$ cat src/rtl/core/vector_cosine_similarity_top_defines.svh
// Assertion shorthands; the including module supplies clk and arst_n.
`ifndef VECTOR_COSINE_SIMILARITY_TOP_DEFINES_SVH
`define VECTOR_COSINE_SIMILARITY_TOP_DEFINES_SVH

// consequent checked in the same cycle as the antecedent
`define VCS_ASSERT_SAME(label, ante, cons, msg) \
	label: assert property (@(posedge clk) disable iff (!arst_n) (ante) |-> (cons)) \
		else $error(msg);

// consequent checked in the cycle after the antecedent
`define VCS_ASSERT_NEXT(label, ante, cons, msg) \
	label: assert property (@(posedge clk) disable iff (!arst_n) (ante) |=> (cons)) \
		else $error(msg);

`endif

$ cat src/rtl/core/vcs_pkg.sv
package vcs_pkg;

	localparam int ELEM_W      = 16;
	localparam int SAMPLE_BITS = 16;
	localparam int PROD_W      = 2 * SAMPLE_BITS;
	localparam int DOT_W       = 44;
	localparam int ENERGY_W    = 43;
	localparam int SIM_W       = 16;
	localparam int ONE_Q14     = 16384;
	localparam int MAX_LEN_DEF = 4096;

	// shared adder: holds M^2 (88 bits) and the shifted remainder
	localparam int ALU_W      = 2 * DOT_W + 1;
	// quotient bits of (M^2 << 30) / P, saturating
	localparam int QUO_W      = 31;
	localparam int SQRT_STEPS = (QUO_W + 1) / 2;

	localparam logic signed [SIM_W-1:0] SIM_MAX = SIM_W'(ONE_Q14);
	localparam logic signed [SIM_W-1:0] SIM_MIN = -SIM_W'(ONE_Q14);

	typedef struct packed {
		logic [DOT_W-1:0]    dot;
		logic [ENERGY_W-1:0] x_energy;
		logic [ENERGY_W-1:0] y_energy;
		logic                too_long;
	} vcs_snap_t;

	typedef struct packed {
		logic signed [SIM_W-1:0] similarity;
		logic                    zero_norm;
		logic                    too_long;
	} vcs_res_t;

endpackage

$ cat src/rtl/core/vcs_in_if.sv
interface vcs_in_if import vcs_pkg::*; ();
	logic                     valid;
	logic                     ready;
	logic signed [ELEM_W-1:0] x_elem;
	logic signed [ELEM_W-1:0] y_elem;
	logic                     is_last;

	modport source (output valid, output x_elem, output y_elem, output is_last, input ready);
	modport sink (input valid, input x_elem, input y_elem, input is_last, output ready);
endinterface

$ cat src/rtl/core/vcs_out_if.sv
interface vcs_out_if import vcs_pkg::*; ();
	logic                    valid;
	logic                    ready;
	logic signed [SIM_W-1:0] similarity;
	logic                    zero_norm;
	logic                    too_long;

	modport source (output valid, output similarity, output zero_norm, output too_long,
		input ready);
	modport sink (input valid, input similarity, input zero_norm, input too_long,
		output ready);
endinterface

$ cat src/rtl/core/vcs_addsub.sv
module vcs_addsub import vcs_pkg::*; (
	input  logic [ALU_W-1:0] a,
	input  logic [ALU_W-1:0] b,
	input  logic             sub,
	output logic [ALU_W-1:0] sum,
	output logic             carry
);

	logic [ALU_W:0] full;

	// carry out on subtract means a >= b
	assign full  = {1'b0, a} + {1'b0, (sub ? ~b : b)} + {{ALU_W{1'b0}}, sub};
	assign sum   = full[ALU_W-1:0];
	assign carry = full[ALU_W];

endmodule

$ cat src/rtl/core/vcs_accum.sv
module vcs_accum import vcs_pkg::*; #(
	parameter int MAX_LEN = MAX_LEN_DEF
) (
	input  logic      clk,
	input  logic      arst_n,
	vcs_in_if.sink    samples,
	output logic      hand_valid,
	input  logic      hand_ready,
	output vcs_snap_t snap
);

	localparam int CNT_W = $clog2(MAX_LEN + 1);

	localparam logic [2:0] A_IDLE = 3'd0;
	localparam logic [2:0] A_DOT  = 3'd1;
	localparam logic [2:0] A_XE   = 3'd2;
	localparam logic [2:0] A_YE   = 3'd3;
	localparam logic [2:0] A_HAND = 3'd4;

	logic [2:0]                    state_q;
	logic signed [SAMPLE_BITS-1:0] x_q;
	logic signed [SAMPLE_BITS-1:0] y_q;
	logic                          last_q;
	logic                          skip_q;
	logic [DOT_W-1:0]              dot_q;
	logic [ENERGY_W-1:0]           xe_q;
	logic [ENERGY_W-1:0]           ye_q;
	logic [CNT_W-1:0]              cnt_q;
	logic                          ovf_q;

	logic signed [SAMPLE_BITS-1:0] op_a;
	logic signed [SAMPLE_BITS-1:0] op_b;
	logic signed [PROD_W-1:0]      prod;
	logic [DOT_W-1:0]              prod_ext;
	logic [DOT_W-1:0]              acc_cur;
	logic [DOT_W-1:0]              acc_sum;
	logic                          take;
	logic                          full_len;

	assign samples.ready = (state_q == A_IDLE);
	assign take          = samples.valid && samples.ready;
	assign full_len      = (cnt_q >= CNT_W'(MAX_LEN));

	assign hand_valid = (state_q == A_HAND);
	assign snap       = '{dot: dot_q, x_energy: xe_q, y_energy: ye_q, too_long: ovf_q};

	// one multiplier, one product per cycle: x*y, then x*x, then y*y
	always_comb begin
		unique case (state_q)
			A_DOT: begin
				op_a    = x_q;
				op_b    = y_q;
				acc_cur = dot_q;
			end
			A_XE: begin
				op_a    = x_q;
				op_b    = x_q;
				acc_cur = {{(DOT_W-ENERGY_W){1'b0}}, xe_q};
			end
			default: begin
				op_a    = y_q;
				op_b    = y_q;
				acc_cur = {{(DOT_W-ENERGY_W){1'b0}}, ye_q};
			end
		endcase
	end

	assign prod     = op_a * op_b;
	assign prod_ext = {{(DOT_W-PROD_W){prod[PROD_W-1]}}, prod};
	assign acc_sum  = acc_cur + prod_ext;

	always_ff @(posedge clk) begin
		if (take) begin
			x_q <= samples.x_elem[SAMPLE_BITS-1:0];
			y_q <= samples.y_elem[SAMPLE_BITS-1:0];
		end
	end

	always_ff @(posedge clk or negedge arst_n) begin
		if (!arst_n) begin
			state_q <= A_IDLE;
			last_q  <= 1'b0;
			skip_q  <= 1'b0;
			dot_q   <= '0;
			xe_q    <= '0;
			ye_q    <= '0;
			cnt_q   <= '0;
			ovf_q   <= 1'b0;
		end else begin
			unique case (state_q)
				A_IDLE: begin
					if (take) begin
						last_q  <= samples.is_last;
						skip_q  <= full_len;
						state_q <= A_DOT;
						// drop pairs beyond the length limit, remember that it happened
						if (full_len) begin
							ovf_q <= 1'b1;
						end
					end
				end
				A_DOT: begin
					if (!skip_q) begin
						dot_q <= acc_sum;
					end
					state_q <= A_XE;
				end
				A_XE: begin
					if (!skip_q) begin
						xe_q <= acc_sum[ENERGY_W-1:0];
					end
					state_q <= A_YE;
				end
				A_YE: begin
					if (!skip_q) begin
						ye_q  <= acc_sum[ENERGY_W-1:0];
						cnt_q <= cnt_q + CNT_W'(1);
					end
					state_q <= last_q ? A_HAND : A_IDLE;
				end
				A_HAND: begin
					// hold the sums until the divider takes them, then clear
					if (hand_ready) begin
						dot_q   <= '0;
						xe_q    <= '0;
						ye_q    <= '0;
						cnt_q   <= '0;
						ovf_q   <= 1'b0;
						state_q <= A_IDLE;
					end
				end
				default: begin
					state_q <= A_IDLE;
				end
			endcase
		end
	end

endmodule

$ cat src/rtl/core/vcs_final.sv
module vcs_final import vcs_pkg::*; (
	input  logic      clk,
	input  logic      arst_n,
	input  logic      hand_valid,
	output logic      hand_ready,
	input  vcs_snap_t snap,
	output logic      res_valid,
	input  logic      res_ready,
	output vcs_res_t  res
);

	localparam int CNT_W = $clog2(DOT_W);

	localparam logic [2:0] F_IDLE = 3'd0;
	localparam logic [2:0] F_MULP = 3'd1;
	localparam logic [2:0] F_MULM = 3'd2;
	localparam logic [2:0] F_CMP  = 3'd3;
	localparam logic [2:0] F_DIV  = 3'd4;
	localparam logic [2:0] F_SQRT = 3'd5;
	localparam logic [2:0] F_DONE = 3'd6;

	logic [2:0]       state_q;
	logic [CNT_W-1:0] cnt_q;
	logic [ALU_W-1:0] acc_q;
	logic [ALU_W-1:0] mcand_q;
	logic [ALU_W-1:0] p_q;
	logic [DOT_W-1:0] mplier_q;
	logic [DOT_W-1:0] mag_q;
	logic [QUO_W-1:0] quo_q;
	logic [QUO_W-1:0] root_q;
	logic [QUO_W-1:0] bit_q;
	logic             first_q;
	logic             neg_q;
	logic             zero_q;
	logic             long_q;

	logic [ALU_W-1:0] ua;
	logic [ALU_W-1:0] ub;
	logic             usub;
	logic [ALU_W-1:0] usum;
	logic             ucarry;
	logic [ALU_W-1:0] div_a;
	logic [DOT_W-1:0] mag_in;
	logic             zero_in;
	logic [QUO_W:0]   rnd;
	logic [QUO_W-1:0] half;
	logic [SIM_W-1:0] q_mag;
	logic [SIM_W-1:0] q_signed;

	assign hand_ready = (state_q == F_IDLE);
	assign res_valid  = (state_q == F_DONE);

	assign mag_in  = snap.dot[DOT_W-1] ? (~snap.dot + DOT_W'(1)) : snap.dot;
	assign zero_in = (snap.x_energy == '0) || (snap.y_energy == '0);
	assign div_a   = first_q ? acc_q : {acc_q[ALU_W-2:0], 1'b0};

	always_comb begin
		unique case (state_q)
			F_MULP, F_MULM: begin
				ua   = acc_q;
				ub   = mplier_q[0] ? mcand_q : '0;
				usub = 1'b0;
			end
			F_CMP: begin
				ua   = acc_q;
				ub   = {p_q[ALU_W-2:0], 1'b0};
				usub = 1'b1;
			end
			F_DIV: begin
				ua   = div_a;
				ub   = p_q;
				usub = 1'b1;
			end
			F_SQRT: begin
				ua   = {{(ALU_W-QUO_W){1'b0}}, quo_q};
				ub   = {{(ALU_W-QUO_W){1'b0}}, (root_q | bit_q)};
				usub = 1'b1;
			end
			default: begin
				ua   = acc_q;
				ub   = '0;
				usub = 1'b0;
			end
		endcase
	end

	vcs_addsub u_addsub (
		.a     (ua),
		.b     (ub),
		.sub   (usub),
		.sum   (usum),
		.carry (ucarry)
	);

	// q = min(1.0, (isqrt(D) + 1) / 2), D = floor(dot^2 * 2^30 / (ex * ey))
	assign rnd      = {1'b0, root_q} + (QUO_W+1)'(1);
	assign half     = rnd[QUO_W:1];
	assign q_mag    = (half > QUO_W'(ONE_Q14)) ? SIM_W'(ONE_Q14) : half[SIM_W-1:0];
	assign q_signed = neg_q ? (~q_mag + SIM_W'(1)) : q_mag;

	assign res = '{similarity: (zero_q ? '0 : $signed(q_signed)),
		zero_norm: zero_q, too_long: long_q};

	always_ff @(posedge clk) begin
		unique case (state_q)
			F_IDLE: begin
				if (hand_valid) begin
					neg_q    <= snap.dot[DOT_W-1];
					mag_q    <= mag_in;
					long_q   <= snap.too_long;
					acc_q    <= '0;
					mcand_q  <= {{(ALU_W-ENERGY_W){1'b0}}, snap.x_energy};
					mplier_q <= {{(DOT_W-ENERGY_W){1'b0}}, snap.y_energy};
					cnt_q    <= CNT_W'(ENERGY_W - 1);
				end
			end
			F_MULP: begin
				if (cnt_q == '0) begin
					p_q      <= usum;
					acc_q    <= '0;
					mcand_q  <= {{(ALU_W-DOT_W){1'b0}}, mag_q};
					mplier_q <= mag_q;
					cnt_q    <= CNT_W'(DOT_W - 1);
				end else begin
					acc_q    <= usum;
					mcand_q  <= {mcand_q[ALU_W-2:0], 1'b0};
					mplier_q <= {1'b0, mplier_q[DOT_W-1:1]};
					cnt_q    <= cnt_q - CNT_W'(1);
				end
			end
			F_MULM: begin
				acc_q    <= usum;
				mcand_q  <= {mcand_q[ALU_W-2:0], 1'b0};
				mplier_q <= {1'b0, mplier_q[DOT_W-1:1]};
				cnt_q    <= cnt_q - CNT_W'(1);
			end
			F_CMP: begin
				// quotient would reach 2^31: saturate, the result clamps anyway
				if (ucarry) begin
					quo_q  <= '1;
					root_q <= '0;
					bit_q  <= {1'b1, {(QUO_W-1){1'b0}}};
					cnt_q  <= CNT_W'(SQRT_STEPS - 1);
				end else begin
					quo_q   <= '0;
					first_q <= 1'b1;
					cnt_q   <= CNT_W'(QUO_W - 1);
				end
			end
			F_DIV: begin
				first_q <= 1'b0;
				acc_q   <= ucarry ? usum : div_a;
				quo_q   <= {quo_q[QUO_W-2:0], ucarry};
				if (cnt_q == '0) begin
					root_q <= '0;
					bit_q  <= {1'b1, {(QUO_W-1){1'b0}}};
					cnt_q  <= CNT_W'(SQRT_STEPS - 1);
				end else begin
					cnt_q <= cnt_q - CNT_W'(1);
				end
			end
			F_SQRT: begin
				if (ucarry) begin
					quo_q  <= usum[QUO_W-1:0];
					root_q <= {1'b0, root_q[QUO_W-1:1]} | bit_q;
				end else begin
					root_q <= {1'b0, root_q[QUO_W-1:1]};
				end
				bit_q <= {2'b00, bit_q[QUO_W-1:2]};
				cnt_q <= cnt_q - CNT_W'(1);
			end
			default: begin
			end
		endcase
	end

	always_ff @(posedge clk or negedge arst_n) begin
		if (!arst_n) begin
			state_q <= F_IDLE;
			zero_q  <= 1'b0;
		end else begin
			unique case (state_q)
				F_IDLE: begin
					if (hand_valid) begin
						zero_q  <= zero_in;
						state_q <= zero_in ? F_DONE : F_MULP;
					end
				end
				F_MULP: begin
					if (cnt_q == '0) begin
						state_q <= F_MULM;
					end
				end
				F_MULM: begin
					if (cnt_q == '0) begin
						state_q <= F_CMP;
					end
				end
				F_CMP: begin
					state_q <= ucarry ? F_SQRT : F_DIV;
				end
				F_DIV: begin
					if (cnt_q == '0) begin
						state_q <= F_SQRT;
					end
				end
				F_SQRT: begin
					if (cnt_q == '0) begin
						state_q <= F_DONE;
					end
				end
				F_DONE: begin
					if (res_ready) begin
						state_q <= F_IDLE;
					end
				end
				default: begin
					state_q <= F_IDLE;
				end
			endcase
		end
	end

endmodule

$ cat src/rtl/core/vector_cosine_similarity_top.sv
// Streaming cosine similarity of two vectors of signed 16-bit samples.
// samples: one element pair per item (x_elem, y_elem, is_last). Each pair
// occupies the accumulator: ready drops while a single multiplier forms
// x*y, x*x and y*y in turn and adds them in.
// results: one item per vector, produced by the pair marked is_last:
// similarity in Q2.14 (16384 = 1.0, rounded, clamped), zero_norm when either
// vector is all zeros, too_long when more than MAX_LEN pairs arrived (only
// the first MAX_LEN are summed).
// From the last pair to results.valid the work runs as accumulation,
// hand-off, 43 + 44 shift-add steps for ex*ey and dot^2, 1 range check,
// 31 restoring divide steps and 16 square root steps, all on one shared
// 89-bit adder. A zero-norm vector skips the arithmetic steps.
// Pairs of the next vector are accepted while that runs; its last pair
// waits in the accumulator until the divider is free.
// Reset empties the output register and clears the accumulator's sums and pair count.
// A stalled result stays in the output register; one more finished result
// waits in the divider, and after that the input side backs up.
`include "vector_cosine_similarity_top_defines.svh"

module vector_cosine_similarity_top import vcs_pkg::*; #(
	parameter int MAX_LEN = MAX_LEN_DEF
) (
	input  logic       clk,
	input  logic       arst_n,
	vcs_in_if.sink     samples,
	vcs_out_if.source  results
);

	logic      hand_valid;
	logic      hand_ready;
	vcs_snap_t snap;
	logic      fin_valid;
	logic      fin_ready;
	vcs_res_t  fin_res;
	logic      out_valid_q;
	vcs_res_t  res_q;
	logic      in_take;
	logic      zero_out;
	logic      sim_is_zero;
	logic      sim_in_range;

	vcs_accum #(
		.MAX_LEN (MAX_LEN)
	) u_accum (
		.clk        (clk),
		.arst_n     (arst_n),
		.samples    (samples),
		.hand_valid (hand_valid),
		.hand_ready (hand_ready),
		.snap       (snap)
	);

	vcs_final u_final (
		.clk        (clk),
		.arst_n     (arst_n),
		.hand_valid (hand_valid),
		.hand_ready (hand_ready),
		.snap       (snap),
		.res_valid  (fin_valid),
		.res_ready  (fin_ready),
		.res        (fin_res)
	);

	assign fin_ready = !out_valid_q || results.ready;

	always_ff @(posedge clk or negedge arst_n) begin
		if (!arst_n) begin
			out_valid_q <= 1'b0;
		end else if (fin_valid && fin_ready) begin
			out_valid_q <= 1'b1;
		end else if (results.ready) begin
			out_valid_q <= 1'b0;
		end
	end

	always_ff @(posedge clk) begin
		if (fin_valid && fin_ready) begin
			res_q <= fin_res;
		end
	end

	assign results.valid      = out_valid_q;
	assign results.similarity = res_q.similarity;
	assign results.zero_norm  = res_q.zero_norm;
	assign results.too_long   = res_q.too_long;

	assign in_take      = samples.valid && samples.ready;
	assign zero_out     = out_valid_q && res_q.zero_norm;
	assign sim_is_zero  = (res_q.similarity == '0);
	assign sim_in_range = (res_q.similarity <= SIM_MAX) && (res_q.similarity >= SIM_MIN);

	`VCS_ASSERT_SAME(a_zero_norm_sim, zero_out, sim_is_zero, "nonzero similarity on zero norm")
	`VCS_ASSERT_SAME(a_sim_range, out_valid_q, sim_in_range, "similarity out of range")
	`VCS_ASSERT_NEXT(a_busy_after_take, in_take, !samples.ready, "pair taken while busy")
	`VCS_ASSERT_NEXT(a_load_shows, fin_valid && fin_ready, out_valid_q, "result not loaded")

endmodule

$ cat src/flat_wrapper.sv
// flat-port wrapper written by rule: the top's interface ports become plain ports
module vector_cosine_similarity_top_flat import vcs_pkg::*;
#(
	parameter int MAX_LEN = MAX_LEN_DEF
)
  (clk, arst_n, samples_valid, samples_x_elem, samples_y_elem, samples_is_last, samples_ready, results_valid, results_similarity, results_zero_norm, results_too_long, results_ready);
  vcs_in_if samples_i ();
  vcs_out_if results_i ();
  input  logic clk;
  input  logic arst_n;
  input wire logic [$bits(samples_i.valid)-1:0] samples_valid;
  input wire logic [$bits(samples_i.x_elem)-1:0] samples_x_elem;
  input wire logic [$bits(samples_i.y_elem)-1:0] samples_y_elem;
  input wire logic [$bits(samples_i.is_last)-1:0] samples_is_last;
  output wire logic [$bits(samples_i.ready)-1:0] samples_ready;
  output wire logic [$bits(results_i.valid)-1:0] results_valid;
  output wire logic [$bits(results_i.similarity)-1:0] results_similarity;
  output wire logic [$bits(results_i.zero_norm)-1:0] results_zero_norm;
  output wire logic [$bits(results_i.too_long)-1:0] results_too_long;
  input wire logic [$bits(results_i.ready)-1:0] results_ready;
  assign samples_i.valid = samples_valid;
  assign samples_i.x_elem = samples_x_elem;
  assign samples_i.y_elem = samples_y_elem;
  assign samples_i.is_last = samples_is_last;
  assign samples_ready = samples_i.ready;
  assign results_valid = results_i.valid;
  assign results_similarity = results_i.similarity;
  assign results_zero_norm = results_i.zero_norm;
  assign results_too_long = results_i.too_long;
  assign results_i.ready = results_ready;
  vector_cosine_similarity_top #(.MAX_LEN(MAX_LEN)) u_core (.clk(clk), .arst_n(arst_n), .samples(samples_i), .results(results_i));
endmodule
$ cat config.mk
export PLATFORM = sky130hd
export DESIGN_NAME = vector_cosine_similarity_top_flat
export DESIGN_NICKNAME = d
export VERILOG_FILES = /design/src/rtl/core/vcs_pkg.sv /design/src/rtl/core/vcs_in_if.sv /design/src/rtl/core/vcs_out_if.sv /design/src/rtl/core/vcs_addsub.sv /design/src/rtl/core/vcs_accum.sv /design/src/rtl/core/vcs_final.sv /design/src/rtl/core/vector_cosine_similarity_top.sv /design/src/flat_wrapper.sv
export VERILOG_INCLUDE_DIRS = /design/src /design/src/rtl/core
export SDC_FILE = /design/constraint.sdc
export NUM_CORES = 2
export LEC_CHECK = 0
export ABC_AREA = 0
export BUFFER_PORTS_ARGS = -buffer_cell sky130_fd_sc_hd__buf_2
export CAP_MARGIN = 20
export CORE_MARGIN = 4
export CORE_UTILIZATION = 31
export DETAILED_ROUTE_END_ITERATION = 8
export GPL_TIMING_DRIVEN = 0
export PLACE_DENSITY_LB_ADDON = 0.1
export SLEW_MARGIN = 40
export SYNTH_ARGS = -nofsm -noshare
export SYNTH_HDL_FRONTEND = slang
export SYNTH_SLANG_ARGS = --single-unit
export TNS_END_PERCENT = 20
$ cat constraint.sdc
create_clock -name clk -period 19.12 [get_ports clk]
set_clock_uncertainty 0.1 [all_clocks]
set_input_delay 0.956 -clock clk [delete_from_list [all_inputs] [get_ports clk]]
set_output_delay 0.956 -clock clk [all_outputs]
set_load 0.005 [all_outputs]
==> flow_metrics.env <==
export IMPL_status="completed"
export IMPL_die_area_um2=168900
export IMPL_critPathLaunchType="register"
export IMPL_path_common_cell="fa_1"
export IMPL_crit_required_ns=19.61
export IMPL_finalWirelength_um=185200
export IMPL_crit_type="register to register"
export IMPL_seq_area_frac_synth_pct=37.01
export IMPL_holdBufCountCts=0
export IMPL_clock_sinks=646
export IMPL_min_path_type="input port to asynchronous set/reset pin"
export IMPL_syn_area_um2=50330
export IMPL_synth_area_leader_cell="edfxtp_1"
export IMPL_io_pin_count=57
export IMPL_yosysTopAreaCellShare_pct=29.35
export IMPL_clockBufferDepth=3
export IMPL_drt_iter0_markers=3107
export IMPL_cts_buffers=84
export IMPL_worstMarginPinSlew_ns=0.9484
export IMPL_io_buffers=56
export IMPL_yosys_warnings=0
export IMPL_layout_common_cells="nand2_1 (650), edfxtp_1 (492), o21ai_0 (448)"
export IMPL_drt_vias_per_instance=5.349
export IMPL_globalplace_congestion=0.9453
export IMPL_rsz0062_at_grt="no"
export IMPL_grt_pass1_wl_um=275100
export IMPL_clock_latency_ns=0.70
export IMPL_antenna_found_initial=3
export IMPL_fin_crit_ns=12.70
export IMPL_worstPathArrival_ns=13.19
export IMPL_layout_nets=6043
export IMPL_cts_tree="done"
export IMPL_slew_headroom_pct=35.52
export IMPL_start_util_pct=31.27
export IMPL_drive_gt1_share_pct=6.979
export IMPL_die_height_um=410.9
export IMPL_crit_fanout=10
export IMPL_critPathCaptureType="register"
export IMPL_timing_final_crit_share_pct=66.41
export IMPL_final_common_cell="nand2_1"
export IMPL_synth_main_ff_cell="edfxtp_1"
export IMPL_cts_setup_buffers=0
export IMPL_synthCells=5350
export IMPL_dpl_hpwl_um=147200
export IMPL_drc_errors=0
export IMPL_hold_viol_final=0
export IMPL_fmaxAchievable_ghz=0.07875
export IMPL_setup_viol=0
export IMPL_grt_pass1_vias=41720
export IMPL_async_reset_ff_share_pct=23.84
export IMPL_ys_types=82
export IMPL_cap_violations=0
export IMPL_area_delta_synth_final_pct=13.17
export IMPL_cts_htree_levels=3
export IMPL_grt_ovfl_total=0
export IMPL_wl_per_cell_um=23.90
export IMPL_postSynthAreaPerCell_um2=9.407
export IMPL_max_stage_delay_ns=0.73
export IMPL_grt_start_max_net_pins=60
export IMPL_fin_setup_tns_ns=0
export IMPL_coreArea_um2=160900
export IMPL_cp_num_buf_inv=8
export IMPL_synth_net_count=5871
export IMPL_report_final_slew_viol_count=0
export IMPL_synth_edf_count=492
export IMPL_die_x_um=410.9
export IMPL_ctsResizeCount=0
export IMPL_path_clk_slew_ns=0.05
export IMPL_vias=41460
export IMPL_ys_seq_elements=646
export IMPL_grtUsageTotal_pct=21.53
export IMPL_root_buffer="clkbuf_16"
export IMPL_rows=147
export IMPL_cp_top_family="adder cells"
export IMPL_ant_nets=0
export IMPL_slowest_stage="mux2i_1"
export IMPL_firstDrtPassIters=6
export IMPL_yosys_top_cells_area="edfxtp_1 (29%), fa_1 (11%), dfrtp_1 (7.7%)"
==> kinds of logic (layout without fill, tap and decap cells) <==
kind of cell               count (synthesis)  after routing  synth area share, %
AOI/OAI and AO/OA                       1529           1529                19.48
xor gates and xnor gates                 229            229                3.985
adders and majority gates                485            485                15.99
buffers and inverters                    707            945                5.290
DFF                                      646            646                37.01
muxes                                    204            204                4.191
other                                      0              2                    0
and+or+nand+nor                         1550           1550                14.05
==> sequential cells by signal, summed over array words and instances (netlist names), 13 cells and up <==
signal                     count
u_core.u_accum.xe_q           43
u_core.results.similarity     16
u_core.u_final.bit_q          16
u_core.u_accum.dot_q          44
u_core.u_final.quo_q          31
u_core.u_accum.ye_q           43
u_core.u_final.mcand_q        89
u_core.u_final.p_q            89
u_core.u_final.mag_q          44
u_core.u_final.acc_q          89
u_core.u_accum.x_q            16
u_core.u_final.mplier_q       44
u_core.u_accum.y_q            16
u_core.u_final.root_q         31
u_core.u_accum.cnt_q          13
==> path summary, 6_finish.rpt <==
kind                                           startpoint                  endpoint  slack, ns  cells past startpoint
worst min-delay path                               arst_n   u_core.u_accum.ye_q[11]       0.06                      1
worst max register to register  u_core.u_accum.state_q[1]   u_core.u_accum.ye_q[42]       6.42                     35
worst max-delay path            u_core.u_accum.state_q[1]   u_core.u_accum.ye_q[42]       6.42                     35
worst min register to register       u_core.u_accum.ovf_q     u_core.u_final.long_q       0.35                      0
max in group asynchronous                          arst_n  u_core.u_accum.cnt_q[12]      17.81                      3
min in group clk                        samples_x_elem[7]     u_core.u_accum.x_q[7]       0.34                      1
==> per-stage QoR <==
stage,std cells,hold slack [ns],area (um^2),utilization [%],worst slack [ns]
finish,7750,0.06058,56960,35.39,6.422
detailed placement,7595,0.3483,54150,33.65,6.431
global placement,7566,0.3381,53310,33.13,4.646
floorplan,5350,0.3003,50330,-,8.511
global route,7748,0.04372,56950,35.39,5.832
CTS,7747,0.01447,56940,35.38,6.384
==> Yosys cell counts (12+ instances only) <==
master     count
nand3_1       53
a21o_1        83
or3_1         19
ha_1         220
nor3_1        45
inv_1        398
or2_2         14
buf_1         13
nor2b_1       16
o41ai_1       12
edfxtp_1     492
o22ai_1       43
nand4_1       52
clkbuf_1     287
a22oi_1      122
nand2b_1      30
a21oi_1      359
nand2_1      651
nor2_1       405
and2_1       115
o31ai_1       97
o211ai_1      20
o21ai_0      450
o2bb2ai_1     18
nor4_1        29
mux2_2        54
a221o_1       85
o21a_1        25
a22o_1        22
a211oi_1      21
a31oi_1       26
fa_1         264
or4_1         12
xor2_1        72
and3_1        65
xnor2_1      157
o21bai_1      43
mux2i_1      150
dfrtp_1      154
==> metal layers <==
metal / share of wire, % / global-route usage, %
met1: 44 / 28.26
met2: 48 / 37.19
met3: 3.9 / 2.480
met4: 3.3 / 6.489
met5: 0 / 0
==> worst reg2reg max path, delay by kind of cell (launching register included) <==
family,cells,cell delay [ns]
AO/OA/AOI/OAI,10,2.83
multiplexers,2,1.13
AND/OR/NAND/NOR,6,1.91
XOR/XNOR,1,0.19
adder cells (fa/ha/maj),8,3.89
flip-flops,1,0.33
buffers and inverters,8,2.24
==> final cells by class <==
cell class,count,area [um^2]
Sequential cell,646,18630
Tap cell,2160,2703
Clock buffer,111,2317
Inverter,400,1501
Fill cell,16460,104000
Antenna cell,2,5.005
Timing Repair Buffer,86,828.3
Clock inverter,41,476.7
Buffer,307,1210
Multi-Input combinational cell,3997,29290
Power is left out: the tool's default activity adds up to more than one toggle a clock period on the data nets, which glitch-free logic cannot reach.
